`src/rtl/vg3_pkg.sv`:
```
`timescale 1ns / 1ps
// Package for the vertical gradient 3x3 filter: field widths, register indexes,
// kernel weights and the structs passed between the filter's modules. No dependencies.
package vg3_pkg;

  localparam int PIX_W   = 8;
  localparam int COORD_W = 10;
  localparam int CFG_W   = 11;
  localparam int CFG_IDX_W = 1;
  localparam int TDATA_OUT_W = 32;

  // Register indexes of the configuration port.
  localparam logic [CFG_IDX_W-1:0] REG_IMAGE_WIDTH  = 1'd0;
  localparam logic [CFG_IDX_W-1:0] REG_IMAGE_HEIGHT = 1'd1;

  // Reset value of both size registers and the smallest frame dimension allowed.
  localparam int CFG_RESET = 1024;
  localparam int MIN_SIZE  = 3;

  // Kernel rows are -3,-1,-3 / 0,0,0 / 3,1,3.
  localparam int KW_SIDE = 3;
  localparam int SUM_W   = 11;
  localparam int PIX_MAX = 255;

  // Neighbourhood of the pixel at column c-1: far is column c-2, near is column c-1.
  typedef struct packed {
    logic [PIX_W-1:0] top_far;
    logic [PIX_W-1:0] top_near;
    logic [PIX_W-1:0] mid_near;
    logic [PIX_W-1:0] bot_far;
    logic [PIX_W-1:0] bot_near;
  } window_t;

  typedef struct packed {
    logic               last_frame;
    logic               last_item;
    logic [COORD_W-1:0] col;
    logic [COORD_W-1:0] row;
    logic [PIX_W-1:0]   pixel;
  } result_t;

endpackage

```
`src/rtl/vg3_kernel.sv`:
```
`timescale 1ns / 1ps
// Kernel arithmetic for one output pixel, clamped to the pixel range.
// Depends on vg3_pkg.
module vg3_kernel
  import vg3_pkg::*;
(
  input  window_t          win,
  input  logic [PIX_W-1:0] top,
  input  logic [PIX_W-1:0] pix,
  input  logic             col_is_one,
  output logic [PIX_W-1:0] value
);

  logic [PIX_W:0]   pos_pair;
  logic [PIX_W:0]   neg_pair;
  logic [SUM_W-1:0] pos_sum;
  logic [SUM_W-1:0] neg_sum;
  logic [SUM_W-1:0] diff;

  assign pos_pair = {1'b0, win.bot_far} + {1'b0, pix};
  assign neg_pair = {1'b0, win.top_far} + {1'b0, top};
  assign pos_sum  = SUM_W'(KW_SIDE) * SUM_W'(pos_pair) + SUM_W'(win.bot_near);
  assign neg_sum  = SUM_W'(KW_SIDE) * SUM_W'(neg_pair) + SUM_W'(win.top_near);
  assign diff     = pos_sum - neg_sum;

  // Column 0 is a border column, so the pixel at column 0 of the row above passes through.
  always_comb begin
    if (col_is_one) begin
      value = win.mid_near;
    end else if (neg_sum >= pos_sum) begin
      value = '0;
    end else if (diff > SUM_W'(PIX_MAX)) begin
      value = PIX_W'(PIX_MAX);
    end else begin
      value = diff[PIX_W-1:0];
    end
  end

endmodule

```
`config.mk`:
```
export PLATFORM = sky130hd
export DESIGN_NAME = vg3_kernel
export DESIGN_NICKNAME = d
export VERILOG_FILES = /design/src/rtl/vg3_pkg.sv /design/src/rtl/vg3_kernel.sv
export SDC_FILE = /design/constraint.sdc
export NUM_CORES = 1
export LEC_CHECK = 0
export BUFFER_PORTS_ARGS = -buffer_cell sky130_fd_sc_hd__buf_4
export CORE_MARGIN = 1
export CORE_UTILIZATION = 53
export DETAILED_ROUTE_END_ITERATION = 7
export MAX_ROUTING_LAYER = met4
export PLACE_DENSITY = 0.88
export SLEW_MARGIN = 20
export SYNTH_ARGS = -nofsm -noshare
export SYNTH_HDL_FRONTEND = slang
export SYNTH_SLANG_ARGS = --single-unit
```
`constraint.sdc`:
```
create_clock -name vclk -period 7
set_input_delay 0.35 -clock vclk [all_inputs]
set_output_delay 0.35 -clock vclk [all_outputs]
set_load 0.05 [all_outputs]
```
* Word level (Yosys, flattened, before mapping)
Cells that the tools add are included.
Operators by class: equal/unequal tests 0, add/subtract/negate cells 5, bitwise gates (word level) 0, reduce and logical (&&, ||, !) cells 0, shift-type cells 0, $mul 2, mux-type cells 3, $lt $le $gt $ge 2, divide/modulo/power cells 0
Operator list (count):
- 8-bit 2-to-1 mux | 3
- 11-bit by 8-bit adder with 11-bit output | 2
- 2-bit by 9-bit multiplier with 11-bit output, first input constant | 2
- 8-bit by 8-bit adder with 9-bit output | 2
- 11-bit >= comparator | 1
- 11-bit by 8-bit greater-than comparator with 1-bit output, second input constant | 1
- 11-bit subtractor | 1
Storage, ports and cells: input port bits 57, output and inout port bits 8, memories 0, bits in latches 0, word-level logic and storage cells 12, RAM bits 0, memory bits (read-only) 0, register bits 0

* Logic depth before layout (Yosys ltp)
depth after elaboration 8, mapped depth 22, depth with buffers taken out 21

* Least setup slack after synthesis
OpenSTA, ideal clock, no wires.
kind input -> output, start input port win[9] (netlist name), end output port value[2], arrival 5.055 ns, setup slack 1.595 ns, stages 21, buffers on the path 1, cell sequence ha_1 a21o_1 a21oi_1 nor2b_1 o21a_1 o41ai_1 xor2_1 fa_1 inv_1 ha_1 or2_2 a21oi_1 a21oi_1 xor2_1 ha_1 clkbuf_1 nor2_1 a311o_1 a211oi_1 o21ai_2 o311a_1
On the way: longest elaborated chain between the ends 8, elaborated cells between the ends (all ways) 9
RTL lines:
- from (decl) | line vg3_kernel.sv:7 | input window_t win,
- 8-bit by 8-bit adder with 9-bit output (*) | line vg3_kernel.sv:20 | assign pos_pair = {1'b0, win.bot_far} + {1'b0, pix};
- 2-bit by 9-bit multiplier with 11-bit output (*) | line vg3_kernel.sv:22 | assign pos_sum = SUM_W'(KW_SIDE) * SUM_W'(pos_pair) + SUM_W'(win.bot_near);
- 11-bit by 8-bit adder with 11-bit output (*) | line vg3_kernel.sv:22
- 11-bit subtractor | line vg3_kernel.sv:24 | assign diff = pos_sum - neg_sum;
- 11-bit by 8-bit greater-than comparator with 1-bit output | line vg3_kernel.sv:32 | end else if (diff > SUM_W'(PIX_MAX)) begin
- 8-bit 2-to-1 mux | line vg3_kernel.sv:32
- 8-bit 2-to-1 mux (*) | line vg3_kernel.sv:30 | end else if (neg_sum >= pos_sum) begin
- 8-bit 2-to-1 mux (*) | line vg3_kernel.sv:28 | if (col_is_one) begin
- to (decl) | line vg3_kernel.sv:11 | output logic [PIX_W-1:0] value
Every way passes the cells marked *; elsewhere a longest branch is shown, timed or not.

* Worst setup path in the final report
start input port win[9] (netlist name), end output port value[7]
The elaborated chain is that of the path after synthesis.

==> flow_summary.json <==
{
  "grt_pass1_wl_mm": 8.34,
  "drv_cap": 0,
  "hold_buffers": 0,
  "fin_cells": 401,
  "dr.pass1.iters": 4,
  "finalSetupTns_ps": 0,
  "seq_area_um2": 0,
  "tightest_slew_ps": 795,
  "nClkBuffers": 0,
  "crit_type": "in2out",
  "ios": 65,
  "die_h_um": 68.8,
  "port_buffers": 65,
  "rsz0062_at_grt": "no",
  "std_cell_rows": 23,
  "worstPathRequired_ps": 6650,
  "crit_start": "win[9]",
  "final.fill_count": 345,
  "hp-class": "in2out",
  "final.period_utilization": 0.849,
  "cp.arrival_ps": 5590,
  "drv_slew": 0,
  "crit_path_end_kind": "output pin",
  "fin_crit_ps": 5940,
  "hold_violations": 0,
  "path_max_fanout": 8,
  "dpl.cell_count": 401,
  "drc_errors": 0,
  "drive_gt1_frac": 0.205,
  "wl_per_cell_um": 12.4,
  "ys_types": 41,
  "synth_top_area_frac": 0.260,
  "dpl_cell_area_mm2": 0.00290,
  "place_congestion": 0.815,
  "synth_fp_nets": 414,
  "start_util": 0.570,
  "min-delay-start": "win[21]",
  "max-slew-margin-rel": 0.466,
  "die_w_um": 68.8,
  "vias_per_cell": 5.48,
  "grt_max_degree": 12,
  "synth_largest_area_cell": "ha_1",
  "antenna_left": 0,
  "grt_usage": 0.229,
  "cts_setup_buffers": 0,
  "synth_seq_area_share": 0,
  "nFlopsAndLatches": 0,
  "dieArea_mm2": 0.00473,
  "fmax_mhz": 168,
  "post_cts_resize_count": 0,
  "grt_remaining_overflow": 0,
  "syn-mean-instance-area_um2": 8.17,
  "vias": 2198,
  "startpoint_type": "input port",
  "core_mm2": 0.00414,
  "synth.area.top_cells": "ha_1, fa_1, xnor2_1",
  "status": "finished clean",
  "area_growth_pct": 22.8,
  "dp_hpwl_mm": 4.54,
  "yosys_warnings": 0,
  "netlist_area_mm2": 0.00236,
  "antennaDiodeCount": 0,
  "syn_inst": 289,
  "routed_wl_mm": 4.96,
  "grt_pass1_vias": 2147,
  "nets": 478,
  "design_area_mm2": 0.00290,
  "antenna_found_initial": 0,
  "hold_depth": 4,
  "setup_viol": 0,
  "drtIter0Drc": 43
}
-- cell families (layout without fill, tap and decap cells) --
family,after synthesis,after routing,share of synthesized area
compound gates,73,73,0.227
fa+ha+maj,68,68,0.421
simple gates,67,67,0.151
buf+inv,47,109,0.0747
xor+xnor,33,33,0.122
mux,1,1,0.00424
-- synthesized netlist by cell type, types with 2 or more instances --
master / number
o21bai_1: 2
o21a_1: 8
xnor2_1: 22
a211oi_1: 3
o21ai_0: 10
a21boi_0: 4
a21o_1: 6
o311a_1: 8
nor3_1: 4
fa_1: 19
nand2_1: 11
xor2_1: 11
a21oi_1: 20
clkbuf_1: 2
inv_1: 44
o211ai_1: 3
nor2b_1: 7
nor2_1: 18
or3_1: 5
ha_1: 49
or2_2: 2
nand2b_1: 12
-- metrics by stage --
stage	worst slack, ps	hold slack, ps	utilization
final	1060	1200	0.700
after global routing	707	1240	0.700
after floorplan	1600	1080	-
after detailed placement	1090	1200	0.700
after global placement	1210	1190	0.700
after CTS	1080	1200	0.700
-- layout make-up --
type | count | area (um2) | share of cell area
multi-input cells | 242 | 2190 | 0.753
repair buffers | 65 | 488 | 0.168
inverters | 44 | 165 | 0.0569
well taps | 50 | 62.6 | 0.0216
-- cells in the final DEF, fill, tap and decap left out, types with 2 or more instances in the layout --
cell	n
or2_2	2
a21boi_0	4
ha_1	49
nand2_1	11
fa_1	19
nor2_1	18
xor2_1	11
inv_1	44
nand2b_1	12
a21o_1	6
nor3_1	4
o311a_1	8
a21oi_1	20
buf_4	65
o21a_1	8
xnor2_1	22
or3_1	5
o21ai_0	10
o211ai_1	3
o21bai_1	2
a211oi_1	3
nor2b_1	7
-- metal layers --
layer  vias up  routed length (um)  global-route usage
met1      1009                2010               0.258
li1       1133                   -                   -
met5         -                   0                   -
met3         6                 206             0.00658
met4         0                  35              0.0332
met2        50                2710               0.453
-- path summary, 6_finish.rpt --
check / endpoint
max: value[7]
min: value[5]
-- critical path, stage by stage --
cell and delay, ps:
buf_4 120, ha_1 290, a21o_1 180, a21oi_1 220, nor2b_1 80, o21a_1 190, o41ai_1 500, xor2_1 200
fa_1 520, inv_1 40, ha_1 210, or3_1 340, o211ai_1 250, xnor2_1 100, ha_1 360, a21oi_1 190
nor2_1 60, a311o_1 340, a211oi_1 260, o21ai_2 200, o311a_1 370, buf_4 200
Power is not shown: default switching activity piles up to over one toggle a cycle in this logic, so the estimate is an artifact.
