`config.mk`:
```
export PLATFORM = sky130hd
export DESIGN_NAME = vg3_out_fifo
export DESIGN_NICKNAME = d
export VERILOG_FILES = /design/src/rtl/vg3_pkg.sv /design/src/rtl/vg3_out_fifo.sv
export SDC_FILE = /design/constraint.sdc
export NUM_CORES = 1
export LEC_CHECK = 0
export BUFFER_PORTS_ARGS = -buffer_cell sky130_fd_sc_hd__buf_2
export CORE_MARGIN = 4
export CORE_UTILIZATION = 40
export DETAILED_ROUTE_END_ITERATION = 8
export SLEW_MARGIN = 20
export SYNTH_ARGS = -nofsm -noshare
export SYNTH_HDL_FRONTEND = slang
export SYNTH_SLANG_ARGS = --single-unit
export TNS_END_PERCENT = 5
```
`constraint.sdc`:
```
create_clock -name clk -period 2.95 [get_ports clk]
set_input_delay 0.295 -clock clk [delete_from_list [all_inputs] [get_ports clk]]
set_output_delay 0.295 -clock clk [all_outputs]
set_load 0.03 [all_outputs]
```
`src/rtl/vg3_pkg.sv`:
```
`timescale 1ns / 1ps
// Package for the vertical gradient 3x3 filter: field widths, register indexes,
// kernel weights and the structs passed between the filter's modules. No dependencies.
package vg3_pkg;

  localparam int PIX_W   = 8;
  localparam int COORD_W = 10;
  localparam int CFG_W   = 11;
  localparam int CFG_IDX_W = 1;
  localparam int TDATA_OUT_W = 32;

  // Register indexes of the configuration port.
  localparam logic [CFG_IDX_W-1:0] REG_IMAGE_WIDTH  = 1'd0;
  localparam logic [CFG_IDX_W-1:0] REG_IMAGE_HEIGHT = 1'd1;

  // Reset value of both size registers and the smallest frame dimension allowed.
  localparam int CFG_RESET = 1024;
  localparam int MIN_SIZE  = 3;

  // Kernel rows are -3,-1,-3 / 0,0,0 / 3,1,3.
  localparam int KW_SIDE = 3;
  localparam int SUM_W   = 11;
  localparam int PIX_MAX = 255;

  // Neighbourhood of the pixel at column c-1: far is column c-2, near is column c-1.
  typedef struct packed {
    logic [PIX_W-1:0] top_far;
    logic [PIX_W-1:0] top_near;
    logic [PIX_W-1:0] mid_near;
    logic [PIX_W-1:0] bot_far;
    logic [PIX_W-1:0] bot_near;
  } window_t;

  typedef struct packed {
    logic               last_frame;
    logic               last_item;
    logic [COORD_W-1:0] col;
    logic [COORD_W-1:0] row;
    logic [PIX_W-1:0]   pixel;
  } result_t;

endpackage

```
`src/rtl/vg3_out_fifo.sv`:
```
`timescale 1ns / 1ps
// Two-entry result queue that decouples result generation from the output stream.
// Depends on vg3_pkg.
module vg3_out_fifo
  import vg3_pkg::*;
(
  input  logic    clk,
  input  logic    rst,
  input  logic    push,
  input  result_t push_data,
  output logic    can_push,
  output logic    head_valid,
  input  logic    pop,
  output result_t head
);

  result_t     slots [2];
  logic        wr_ptr;
  logic        rd_ptr;
  logic [1:0]  count;
  logic        do_push;
  logic        do_pop;

  assign can_push   = (count != 2'd2);
  assign head_valid = (count != 2'd0);
  assign head       = slots[rd_ptr];
  assign do_push    = push && can_push;
  assign do_pop     = pop && head_valid;

  always_ff @(posedge clk) begin
    if (do_push) begin
      slots[wr_ptr] <= push_data;
    end
  end

  always_ff @(posedge clk) begin
    if (rst) begin
      wr_ptr <= 1'b0;
      rd_ptr <= 1'b0;
      count  <= 2'd0;
    end else begin
      if (do_push) begin
        wr_ptr <= ~wr_ptr;
      end
      if (do_pop) begin
        rd_ptr <= ~rd_ptr;
      end
      count <= count + 2'(do_push) - 2'(do_pop);
    end
  end

endmodule

```
-- Yosys cells after proc, flatten, opt, wreduce, memory -nomap -nowiden
Memories as Yosys holds them, arrays and structs flattened. A register that Yosys moved wholly into a read port is not among the register bits.
Cells that the tools add are included.
- $add $sub $neg: 2
- equal/unequal tests: 1
- mux-type cells: 4
- bitwise logic cells: 2
- reductions and logical operators: 3
- operator list (cell ; count):
    1-bit two-way mux ; 4
    2-bit by 1-bit adder with 2-bit output ; 1
    1-bit logical AND ; 2
    2-bit inequality test, second input constant ; 1
    1-bit inverter ; 2
    2-bit nonzero test ; 1
    2-bit by 1-bit subtractor with 2-bit output ; 1
- bits in registers: 4
- bits in writable memories: 60
- input port bits: 34
- output and inout bits: 32
- logic and storage cells: 16
- memories kept: 1
- memories (name ; words ; bits a word ; rd ports ; clocked after memory_dff ; write ports ; line ; text):
    slots ; 2 ; 30 ; 1 ; 1 ; 1 ; vg3_out_fifo.sv:17 ; result_t slots [2];

-- Logic depth before layout (Yosys ltp)
- depth in word-level cells: 4
- depth in mapped cells: 8
- gate-level depth less buffers: 8

-- Worst setup path after synthesis
Ideal clock, no wire load.
- kind: reg2reg
- from: reg count[0]
- to: mem slots[0][0] (netlist bit) (enable)
- setup time: 0.417 ns
- data arrival time: 1.964 ns
- required time: 2.533 ns
- path slack: 0.569 ns
- cell stages (with the launch flop): 4
- path buffers: 0
- period minus slack after synthesis: 2.381 ns
- path through: dfxtp_1 nand2b_2 nand2_2 nor2_1
- cells in the longest elaborated chain, start to end: 4
- ends and longest elaborated chain (what ; line ; text):
    start: declaration ; vg3_out_fifo.sv:20 ; logic [1:0] count;
    start signal: assignment ; vg3_out_fifo.sv:48 ; count <= count + 2'(do_push) - 2'(do_pop);
    2-bit inequality test ; vg3_out_fifo.sv:24 ; assign can_push = (count != 2'd2);
    named net can_push ; vg3_out_fifo.sv:11 ; output logic can_push,
    1-bit logical AND ; vg3_out_fifo.sv:27 ; assign do_push = push && can_push;
    1-bit two-way mux ; vg3_out_fifo.sv:31 ; if (do_push) begin
    1-bit two-way mux (implied by the code) ; vg3_out_fifo.sv:32 ; slots[wr_ptr] <= push_data;
    end: declaration ; vg3_out_fifo.sv:17 ;
The timed path passes the listed nets, and every way through them passes these cells.

==> results.md <==
- Outcome: finished clean
- Hold Crit Class: in -> reg
- Post-synth top flop: edfxtp_1
- CTS tree: built
- Input/output buffers: 65
- FF+latch area: 1902 µm²
- Post-route setup TNS: 0 ns
- Cts bufs inserted: 9
- Longest Clk Path Bufs: 2
- Arrival @ worst endpoint: 1.46 ns
- Vias per cell: 4.636
- WP data required: 2.65 ns
- Cells after synthesis: 117
- Worst setup slack after layout: 1.198 ns
- Max incr delay on CP: 0.37 ns
- Sequential-to-total area share from yosys stat: 79.25%
- Fmax: 0.5708 GHz
- Overflow after GRT: 0
- Switching Power: 0.8655 mW
- DRC: 0
- Final core utilization: 53.04%
- Via total after detailed routing: 1247
- Highest metal used: met4
- Cts hold-fix bufs: 0
- PwrDens: 888.4 nW/µm²
- Dpl ws: 1.230 ns
- Worst Path Class, Setup: reg -> out
- Sw Share: 32.36%
- Ratio of cells with drive above 1 in the final layout: 43.15%
- Area of the mapped netlist: 2400 µm²
- DRT antenna net count: 0
- WL met3: 261 µm
- Slew Viols, Final: 0
- Slew margin rel.: 43.19%
- Root Buffer Master: clkbuf_8
- Main combinational cell family by area after synthesis: multiplexers
- Initial DRT Pass Iterations: 4
- Area share of the largest cell type after synthesis: 75.08%
- Worst-margin pin slew: 0.8501 ns
- EDFF count, synth: 60
- Row count: 27
- R2R Path Start: count[0]$_SDFF_PP0_
- VDD IR-drop max: 0.4472 mV
- Largest net degree at the start of global routing: 31
- Commonest cells in the netlist: 60 x edfxtp_1, 30 x mux2_1, 5 x dfxtp_1, 5 x nor2_1, 3 x buf_4
- Die area: 7303 µm²
- Met1 WL: 1545 µm
- Min Tclk post-route: 1.752 ns
- Final worst path period share: 59.38%
- Setup Viol. Count Final: 0
- Synth-to-layout area growth: 25.44%
- CP top delay family: buffers and inverters
- Synth area leader: edfxtp_1
- CTS Sinks: 65
- Sequential power share: 45.0%
- Worst skew pair latency: 0.32 ns
- Post-synthesis area per instance: 20.51 µm²
- RSZ-0062 raised after global routing: no
- Initial DRC count: 45
- GP Congestion: 0.7178
- Die width: 85.46 µm
- Post-synthesis mux area share: 14.70%
- Clock transition at path regs: 0.07 ns
- Syn. warnings: 0
- Fraction of registers with async set/reset: 0%
- Ant diodes: 0
- Routed len/inst: 15.23 µm
- Yosys reg bits: 65
- DP Wirelength: 2969 µm
- Multi-input gate area: 479.2 µm²
- Number of antenna violations at the first check in global routing: 0
- Count leader, synth: edfxtp_1
- Fin Hold WS: 0.1585 ns
- Final hold violations: 0
- Setup crit start kind: flip-flop
- I/O pin count: 66
- Final nets: 229
- CP endpoint kind: primary output
- Core area: 5675 µm²
- Syn Nets: 153
- Vias in the first global route: 1388
- Post-synthesis xor/xnor area fraction: 1.095%
- Buf/Inv on CP: 2
- Clock Skews: 0.007183 ns
- Pleak: 1.160 nW
- Combinational share of power: 30.0%
- # resized after CTS: 0
- Detailed Route WL: 4098 µm
- Min-delay src: push_data[9]
- Global-route wire length before repair: 6555 µm
- H-tree depth: 3
- Top cells by area in the synthesized netlist: edfxtp_1 75%, mux2_1 14%, dfxtp_1 4.2%
- Synth cell types: 16
- Crit-path max FO: 15
- Max Cap Viol: 0
- Post-CTS Setup Bufs: 0
- Compound-Gate Fraction of Synth Area: 0.3650%
- Synth Area in Simple Gates: 2.450%
- Slowest CP cell: mux2_1
- Share of total power in the clock network: 25.0%
- Filler instances: 485
- Critical-path cell list: buf_4 -> mux2_1 -> buf_2
- Int Pwr: 1.809 mW
- Die height: 85.46 µm
- Post-synthesis adder-cell area fraction: 1.043%
- Metal2 WL: 2207 µm
- All-layer global routing usage: 12.02%
- Initial core utilization: 42.28%
==> stage by stage <==
step | power, mW | cell area, µm² | cells
after global placement | 2.015 | 2835 | 254
after CTS | 2.716 | 3010 | 269
after detailed placement | 2.041 | 2835 | 254
final | 2.675 | 3010 | 269
after global routing | 2.814 | 3010 | 269
after floorplan | 1.800 | 2400 | 117
==> placed cells by master (no fill, tap or decap), types with 2 or more instances in the layout <==
master / n
buf_2: 65
edfxtp_1: 60
mux2_1: 30
clkbuf_8: 9
dfxtp_1: 5
nor2_1: 4
nor2b_1: 2
xnor2_1: 2
ha_1: 2
clkinv_1: 2
clkinv_2: 2
buf_4: 2
==> registers in the layout (all words and copies together), names as in the netlist, named ones only <==
name,cells
rd_ptr,1
count,2
slots,60
wr_ptr,1
==> final cells by class <==
class                           count  share of cell area [%]
Sequential cell                    65                   63.18
Clock inverter                      5                   1.579
Timing Repair Buffer               68                   11.97
Inverter                            1                  0.1247
Clock buffer                       10                   4.239
Tap cell                           72                   2.993
Multi-Input combinational cell     48                   15.92
==> power by group through the flow <==
stage	registers [mW]	logic [mW]	clock network (mW)
after global placement	1.21	0.802	0
after CTS	1.21	0.822	0.688
after detailed placement	1.22	0.817	0
after global routing	1.22	0.859	0.739
after floorplan	1.21	0.589	0
final	1.20	0.803	0.669
==> final timing paths <==
kind / endpoint / slack, ns / depth (start not counted)
worst max register to register: slots[1][23]$_DFFE_PP_ / 1.26 / 3
worst max-delay path: head[29] / 1.20 / 3
worst min register to register: rd_ptr$_SDFFE_PP0P_ / 0.53 / 2
worst min-delay path: slots[0][9]$_DFFE_PP_ / 0.16 / 1
==> per-layer routing <==
metal / vias to the layer above / global-route usage, %
li1: 602 / -
met1: 602 / 12.70
met2: 35 / 20.76
met3: 8 / 4.660
met4: 0 / 6.043
met5: - / 0
==> worst register-to-register path, stage by stage, from the launching register on <==
cell and delay (ns):
dfxtp_1 0.37, nand2b_2 0.16, and3_1 0.62, buf_12 0.25
==> logic make-up (layout without fill, tap and decap cells) <==
| group | Yosys count | count (layout) |
|---|---|---|
| XOR/XNOR | 3 | 3 |
| adder cells (fa/ha/maj) | 2 | 2 |
| buffers and inverters | 4 | 84 |
| AO/OA/AOI/OAI | 1 | 1 |
| AND/OR/NAND/NOR | 11 | 11 |
| flip-flops | 65 | 65 |
| multiplexers | 31 | 31 |
No activity file was read; power rests on OpenSTA's default activity.
